`src/sv/route_quality_scorer_defines.svh`:
```
// Assertion macros shared by the route quality scorer RTL.
`ifndef ROUTE_QUALITY_SCORER_DEFINES_SVH
`define ROUTE_QUALITY_SCORER_DEFINES_SVH

// same-cycle implication
`define RQS_ASSERT_IMPL(lbl, clk, rst_n, ante, cons, msg) \
	lbl: assert property (@(posedge clk) disable iff (!rst_n) (ante) |-> (cons)) \
		else $error(msg);

// next-cycle implication
`define RQS_ASSERT_NEXT(lbl, clk, rst_n, ante, cons, msg) \
	lbl: assert property (@(posedge clk) disable iff (!rst_n) (ante) |=> (cons)) \
		else $error(msg);

`endif

```
`src/sv/rqs_pkg.sv`:
```
// Types and constants of the route quality scorer.
`default_nettype none
package rqs_pkg;
	localparam int NUM_W = 31;
	localparam int DEN_W = 16;
	localparam int QUO_W = 15;
	localparam int DIV_STAGES = QUO_W + 1;

	localparam logic [14:0] FULL_SCORE = 15'd25600;
	localparam logic [15:0] FULL_CONF = 16'd32768;

	localparam logic [2:0] REG_IDEAL_RTT = 3'd0;
	localparam logic [2:0] REG_MAX_RTT = 3'd1;
	localparam logic [2:0] REG_MAX_JITTER = 3'd2;
	localparam logic [2:0] REG_MAX_LOSS = 3'd3;
	localparam logic [2:0] REG_CONF_SAMPLES = 3'd4;
	localparam logic [2:0] REG_WEIGHTS = 3'd5;
	localparam logic [2:0] REG_THRESHOLDS = 3'd6;

	localparam logic [1:0] HEALTH_UNKNOWN = 2'd0;
	localparam logic [1:0] HEALTH_HEALTHY = 2'd1;
	localparam logic [1:0] HEALTH_DEGRADED = 2'd2;
	localparam logic [1:0] HEALTH_OFFLINE = 2'd3;

	localparam logic [2:0] GRADE_NONE = 3'd0;
	localparam logic [2:0] GRADE_EXCELLENT = 3'd1;
	localparam logic [2:0] GRADE_GOOD = 3'd2;
	localparam logic [2:0] GRADE_UNSTABLE = 3'd3;
	localparam logic [2:0] GRADE_POOR = 3'd4;
	localparam logic [2:0] GRADE_OFFLINE = 3'd5;

	typedef struct packed {
		logic        no_samples;
		logic        offline;
		logic        rtt_full;
		logic        rtt_zero;
		logic        jit_zero;
		logic        loss_zero;
		logic        conf_full;
		logic [14:0] stab;
	} side_t;
endpackage
`default_nettype wire

```
`src/sv/rqs_div.sv`:
```
// Pipelined restoring divider: a load stage, then one quotient bit per stage.
`default_nettype none
module rqs_div (
	input  wire logic                      clk,
	input  wire logic                      en,
	input  wire logic [rqs_pkg::NUM_W-1:0] num,
	input  wire logic [rqs_pkg::DEN_W-1:0] den,
	output logic      [rqs_pkg::QUO_W-1:0] quo
);
	import rqs_pkg::*;

	logic [NUM_W-1:0] rem_s [DIV_STAGES];
	logic [DEN_W-1:0] den_s [DIV_STAGES];
	logic [QUO_W-1:0] quo_s [DIV_STAGES];

	always_ff @(posedge clk) begin
		if (en) begin
			rem_s[0] <= num;
			den_s[0] <= den;
			quo_s[0] <= '0;
		end
	end

	for (genvar k = 1; k < DIV_STAGES; k++) begin : g_stage
		localparam int B = QUO_W - k;
		logic [NUM_W:0] shifted;
		logic [NUM_W:0] diff;
		assign shifted = {{(NUM_W + 1 - DEN_W){1'b0}}, den_s[k-1]} << B;
		assign diff = {1'b0, rem_s[k-1]} - shifted;
		always_ff @(posedge clk) begin
			if (en) begin
				den_s[k] <= den_s[k-1];
				if (!diff[NUM_W]) begin
					rem_s[k] <= diff[NUM_W-1:0];
					quo_s[k] <= quo_s[k-1] | (QUO_W'(1) << B);
				end else begin
					rem_s[k] <= rem_s[k-1];
					quo_s[k] <= quo_s[k-1];
				end
			end
		end
	end

	assign quo = quo_s[DIV_STAGES-1];
endmodule
`default_nettype wire

```
`config.mk`:
```
export PLATFORM = sky130hd
export DESIGN_NAME = rqs_div
export DESIGN_NICKNAME = d
export VERILOG_FILES = /design/src/sv/route_quality_scorer_defines.svh /design/src/sv/rqs_pkg.sv /design/src/sv/rqs_div.sv
export SDC_FILE = /design/constraint.sdc
export NUM_CORES = 1
export LEC_CHECK = 0
export BUFFER_PORTS_ARGS = -buffer_cell sky130_fd_sc_hd__buf_4
export CELL_PAD_IN_SITES_DETAIL_PLACEMENT = 0
export CELL_PAD_IN_SITES_GLOBAL_PLACEMENT = 2
export CORE_ASPECT_RATIO = 1.4
export CORE_MARGIN = 3
export CORE_UTILIZATION = 45
export CTS_BUF_LIST = sky130_fd_sc_hd__clkbuf_8
export DETAILED_ROUTE_END_ITERATION = 8
export GPL_ROUTABILITY_DRIVEN = 0
export HOLD_SLACK_MARGIN = 0.1
export PLACE_DENSITY_LB_ADDON = 0.08
export SYNTH_ARGS = -nofsm -noshare
export SYNTH_HDL_FRONTEND = slang
export SYNTH_SLANG_ARGS = --single-unit
export TNS_END_PERCENT = 1
```
`constraint.sdc`:
```
create_clock -name clk -period 6.35 [get_ports clk]
set_clock_uncertainty 0.05 [all_clocks]
set_input_delay 0.635 -clock clk [delete_from_list [all_inputs] [get_ports clk]]
set_output_delay 0.635 -clock clk [all_outputs]
set_load 0.005 [all_outputs]
```
# Word level (Yosys, flattened, before mapping)
# Memory sizes are Yosys's and may differ from the RTL's.
# Cells that the tools add are included.
dict set report totals {
  input_bits 49
  ff_bits 0
  n_memories 3
  mem_bits_rw 992
}
# memory words word_bits rd rd_ports_with_merged_regs write_ports line
set memory_table {}
lappend memory_table {rem_s 16 31 15 0 16 rqs_div.sv:12} ;# logic [NUM_W-1:0] rem_s [DIV_STAGES];
lappend memory_table {den_s 16 16 15 0 16 rqs_div.sv:13} ;# logic [DEN_W-1:0] den_s [DIV_STAGES];
lappend memory_table {quo_s 16 15 16 0 16 rqs_div.sv:14} ;# logic [QUO_W-1:0] quo_s [DIV_STAGES];
dict set report op_classes {
  bitwise_logic 30
  n_mux 122
  addsub 15
}
# cell n
set op_table {}
lappend op_table {{$mux W31} 15}
lappend op_table {{$mux W15} 15}
lappend op_table {{$mux W1} 92}
lappend op_table {{$sub A31 B16 Y32} 1}
lappend op_table {{$sub A31 B17 Y32} 1}
lappend op_table {{$sub A31 B18 Y32} 1}
lappend op_table {{$sub A31 B19 Y32} 1}
lappend op_table {{$sub A31 B20 Y32} 1}
lappend op_table {{$sub A31 B21 Y32} 1}
lappend op_table {{$sub A31 B22 Y32} 1}
lappend op_table {{$sub A31 B23 Y32} 1}
lappend op_table {{$sub A31 B24 Y32} 1}
lappend op_table {{$sub A31 B25 Y32} 1}
lappend op_table {{$sub A31 B26 Y32} 1}
lappend op_table {{$sub A31 B27 Y32} 1}
lappend op_table {{$sub A31 B28 Y32} 1}
lappend op_table {{$sub A31 B29 Y32} 1}
lappend op_table {{$sub A31 B30 Y32} 1}
lappend op_table {{$or A1 B1 Y1} 30}

# Longest topological paths before layout
# An unclocked memory read counts as a cell.
dict set report depth {
  depth_word 6
  ltp_mapped 14
  mapped_depth_nobuf 12
}

# Worst setup path after synthesis
# No wires, ideal clock.
dict set report synth_timing {
  kind {register to register}
  startpoint {mem rem_s[5][9], in the netlist rem_s[0][164]}
  endpoint {mem rem_s[6][11], in the netlist rem_s[0][197], data pin}
  synth_period_minus_slack_ps 3189
  required_ps 6031
  n_path_buf 2
  arrival_ps 2870
  slack_ps 3161
  setup_time_ps 269
  path_stages_with_launch 14
  cell_sequence {edfxtp_1 inv_1 ha_1 inv_1 fa_1 a211oi_1 nor4_1 o311ai_0 a21boi_0 o41ai_1 nor2b_1 clkbuf_1 clkbuf_1 o21ai_0}
}
# item line
set synth_rtl {}
lappend synth_rtl {{start, declared} rqs_div.sv:12}

==> impl_metrics.xml <==
<?xml version="1.0" encoding="UTF-8"?>
<metrics>
  <group name="clock_network">
    <metric name="postCtsSetupBuffers" unit="">0</metric>
    <metric name="cts_max_level" unit="">4</metric>
    <metric name="clock_tree.buffer_depth" unit="">3</metric>
    <metric name="cts_root_buffer" unit="">clkbuf_8</metric>
    <metric name="clk_latency" unit="ns">0.82</metric>
    <metric name="number_of_buffers_created_by_cts" unit="">139</metric>
    <metric name="tritoncts" unit="">yes</metric>
    <metric name="cts.clk_slew.worst_paths" unit="ns">0.06</metric>
    <metric name="numClockSinks" unit="">825</metric>
  </group>
  <group name="drt">
    <metric name="drtPass1Iterations" unit="">5</metric>
    <metric name="drt.antenna.violating_nets" unit="">0</metric>
    <metric name="initialDrtViolationCount" unit="">1197</metric>
    <metric name="detail_route.wirelength" unit="um">80900</metric>
    <metric name="post-route-drc-count" unit="">0</metric>
    <metric name="wl_per_cell" unit="um">16.7</metric>
    <metric name="detailroute.via_count" unit="">25900</metric>
    <metric name="vias_per_cell" unit="">5.33</metric>
  </group>
  <group name="final_layout">
    <metric name="areaGrowthSynthToFinish" unit="%">11.9</metric>
    <metric name="fin_area" unit="sq um">46000</metric>
    <metric name="share_of_post_route_cells_with_drive_strength_above_1" unit="%">9.27</metric>
    <metric name="final_cells" unit="">4858</metric>
    <metric name="finish.net_count" unit="">3871</metric>
  </group>
  <group name="synthesis">
    <metric name="synth.cell_area" unit="sq um">41100</metric>
    <metric name="synthArstFlopShare" unit="%">0</metric>
    <metric name="synthesis.instances" unit="">3368</metric>
    <metric name="mappedNetlistNets" unit="">3670</metric>
    <metric name="synth_most_common_cell" unit="">edfxtp_1</metric>
    <metric name="netlist-cell-type-count" unit="">79</metric>
    <metric name="postSynthAreaPerCell" unit="sq um">12.2</metric>
    <metric name="synth-seq-cells" unit="">825</metric>
    <metric name="synth_area_leader_cell" unit="">edfxtp_1</metric>
    <metric name="ys_seq_area_share" unit="%">60.3</metric>
    <metric name="synthTopCellsByArea" unit="">edfxtp_1, ha_1, inv_1, o21ai_0, xor2_1</metric>
    <metric name="synth-edff-count" unit="">825</metric>
    <metric name="post_synth_top_area_share" unit="%">60.3</metric>
    <metric name="ys_warn_count" unit="">0</metric>
    <metric name="post_synth_most_frequent_cells" unit="">edfxtp_1, inv_1, ha_1, nand2_1, o21ai_0</metric>
    <metric name="synth-main-ff-cell" unit="">edfxtp_1</metric>
  </group>
  <group name="sta">
    <metric name="grt_setup_unrepaired" unit="">false</metric>
    <metric name="max_slew_margin" unit="%">19.9</metric>
    <metric name="timing.final.crit_share" unit="%">71.5</metric>
    <metric name="finalHoldViolations" unit="">0</metric>
    <metric name="hold_ws" unit="ns">0.358</metric>
    <metric name="period_needed" unit="ns">4.54</metric>
    <metric name="maxClockFrequency" unit="MHz">220</metric>
    <metric name="worst-slew-pin-transition" unit="ns">1.20</metric>
    <metric name="slew_violations" unit="">0</metric>
    <metric name="totalNegativeSetupSlack" unit="ns">0</metric>
    <metric name="setup_violations" unit="">0</metric>
  </group>
  <group name="setup_path">
    <metric name="critical_path.most_common_cell" unit="">inv_1</metric>
    <metric name="number_of_cells_on_the_critical_path" unit="">11</metric>
    <metric name="start_kind" unit="">flop</metric>
    <metric name="timing.critical_path.to" unit="">rem_s[0][90]$_DFFE_PP_</metric>
    <metric name="regToRegStartpoint" unit="">rem_s[0][44]$_DFFE_PP_</metric>
    <metric name="ff2ff_setup_slack" unit="ns">1.81</metric>
    <metric name="timing.critical_path.arrival" unit="ns">5.03</metric>
    <metric name="worstSetupPathType" unit="">flop to flop</metric>
    <metric name="highest_net_fanout_along_the_worst_path" unit="">35</metric>
    <metric name="crit-reg2reg-capture" unit="">rem_s[0][90]$_DFFE_PP_</metric>
    <metric name="slowest_stage" unit="">a2111oi_0</metric>
    <metric name="worst-r2r-cell-count" unit="">11</metric>
    <metric name="critical_path.cell_chain" unit="">inv_1 &gt; ha_1 &gt; inv_1 &gt; fa_1 &gt; a211oi_1 &gt; o21ai_0 &gt; a2111oi_0 &gt; nor4_1 &gt; a21o_1 &gt; a311oi_1 &gt; o211ai_1</metric>
    <metric name="crit_path_end_kind" unit="">flop</metric>
    <metric name="timing.critical_path.from" unit="">rem_s[0][44]$_DFFE_PP_</metric>
    <metric name="timing.critical_path.max_delay_family" unit="">compound AO/OA/AOI/OAI gates</metric>
    <metric name="path_buf_inv" unit="">2</metric>
    <metric name="cp.required" unit="ns">6.84</metric>
    <metric name="critPathMaxStageDelay" unit="ns">0.94</metric>
  </group>
  <group name="pwr">
    <metric name="share_comb_of_total_power" unit="%">32.2</metric>
    <metric name="fin_total_pwr" unit="mW">18.2</metric>
    <metric name="power.ir.vdd_worst" unit="uV">219</metric>
    <metric name="power_frac_seq" unit="%">44.1</metric>
    <metric name="clockPowerShare" unit="%">23.7</metric>
    <metric name="power_density" unit="nW/um^2">395</metric>
    <metric name="cellInternalPower" unit="mW">12.1</metric>
    <metric name="netSwitchingFraction" unit="%">33.4</metric>
    <metric name="switching_power" unit="mW">6.07</metric>
    <metric name="leakagePower" unit="nW">17.7</metric>
  </group>
  <group name="floorplan">
    <metric name="fp.coreArea" unit="sq um">90100</metric>
    <metric name="cell_row_count" unit="">130</metric>
    <metric name="starting_density_of_the_core" unit="%">45.6</metric>
    <metric name="design.die.area" unit="sq um">95100</metric>
    <metric name="ioPinCount" unit="">64</metric>
    <metric name="die_extent_in_y" unit="um">364</metric>
    <metric name="floorplan.die.width" unit="um">261</metric>
  </group>
  <group name="place">
    <metric name="portBuffers" unit="">63</metric>
    <metric name="dp.final_hpwl" unit="um">58400</metric>
    <metric name="dpl_cell_area" unit="sq um">43000</metric>
    <metric name="post-place-cells" unit="">4568</metric>
  </group>
  <group name="global_route">
    <metric name="grt.total_usage" unit="%">17.4</metric>
    <metric name="antenna_found_initial" unit="">1</metric>
    <metric name="first_global_vias" unit="">27800</metric>
    <metric name="globalRoute.totalOverflow" unit="">0</metric>
    <metric name="grt_max_degree" unit="">181</metric>
    <metric name="grt_first_pass_wirelength" unit="um">130000</metric>
  </group>
  <group name="worst_hold_path">
    <metric name="hold_depth" unit="">0</metric>
    <metric name="timing.hold.worst.class" unit="">flop to flop</metric>
  </group>
  <group name="status">
    <metric name="status" unit="">complete, no violations</metric>
  </group>
  <group name="job">
    <metric name="drv.max_cap_violation_count" unit="">0</metric>
  </group>
</metrics>
[routing by layer]
metal  share of wire [%]  track usage, %
met5                   0               0
met4                 5.6            10.9
met3                 3.1            3.25
met2                  61            37.4
met1                  30            13.3
[cell families (layout without fill, tap and decap cells)]
| logic type | Yosys count | in the layout | synth area share, % |
|---|---|---|---|
| and+or+nand+nor | 826 | 826 | 9.81 |
| muxes | 43 | 43 | 1.16 |
| buffers and inverters | 397 | 696 | 3.69 |
| other | 0 | 3 | 0 |
| DFF | 825 | 825 | 60.3 |
| xor gates and xnor gates | 250 | 250 | 5.33 |
| AOI/OAI and AO/OA | 774 | 774 | 11.8 |
| adders and majority gates | 253 | 253 | 7.95 |
[state kept, by name, summed over array words and instances, names as in the netlist]
name,count
den_s,240
rem_s,465
quo_s,120
[power by group through the flow]
stage / combinational [mW] / clock [mW] / sequential, mW
floorplan: 4.47 / 0 / 7.93
global placement: 5.70 / 0 / 8.10
detailed placement: 5.83 / 0 / 8.12
CTS: 5.87 / 4.51 / 8.01
global route: 6.56 / 4.73 / 8.14
finish: 5.86 / 4.31 / 8.02
[worst min path at each step]
stage	endpoint	startpoint
after floorplan	quo_s[10][10]$_DFFE_PP_	quo_s[9][10]$_DFFE_PP_
after global placement	quo_s[9][14]$_DFFE_PP_	quo_s[8][14]$_DFFE_PP_
after detailed placement	quo_s[11][10]$_DFFE_PP_	quo_s[10][10]$_DFFE_PP_
after CTS	den_s[0][6]$_DFFE_PP_	den[6]
after global routing	quo_s[8][12]$_DFFE_PP_	quo_s[7][12]$_DFFE_PP_
final	rem_s[0][130]$_DFFE_PP_	rem_s[0][99]$_DFFE_PP_
[timing repair]
item                                   CTS  global route
endpoints found under the hold margin   65             0
resized for setup                        0             0
hold buffers                            48             0
[final cells by class]
type	count	area, sq um
tap	1188	1490
timing repair buffer	139	1210
fill	7825	44100
clock inverter	98	542
antenna	3	7.51
multi-input combinational	2146	14900
inverter	318	1190
clock buffer	141	1940
sequential	825	24800
[cells in the final DEF, fill, tap and decap left out, drive strengths merged, types with 36 or more instances in the layout]
cell,count
a21o,62
a21oi,221
buf,91
clkbuf,141
clkinv,43
dlygate4sd3,48
edfxtp,825
ha,239
inv,371
mux2,36
nand2,239
nand2b,54
nand3,48
nor2,198
nor2b,40
nor3,66
nor4,39
o21a,41
o21ai,227
or3,38
xnor2,121
xor2,129
[through the flow]
step	util [%]	setup slack, ns
final	51.1	1.81
after global routing	51.1	1.50
after CTS	51.1	1.87
after detailed placement	47.8	1.90
after global placement	47.8	1.94
after floorplan	-	3.16
Power figures use the tool's default switching activity.
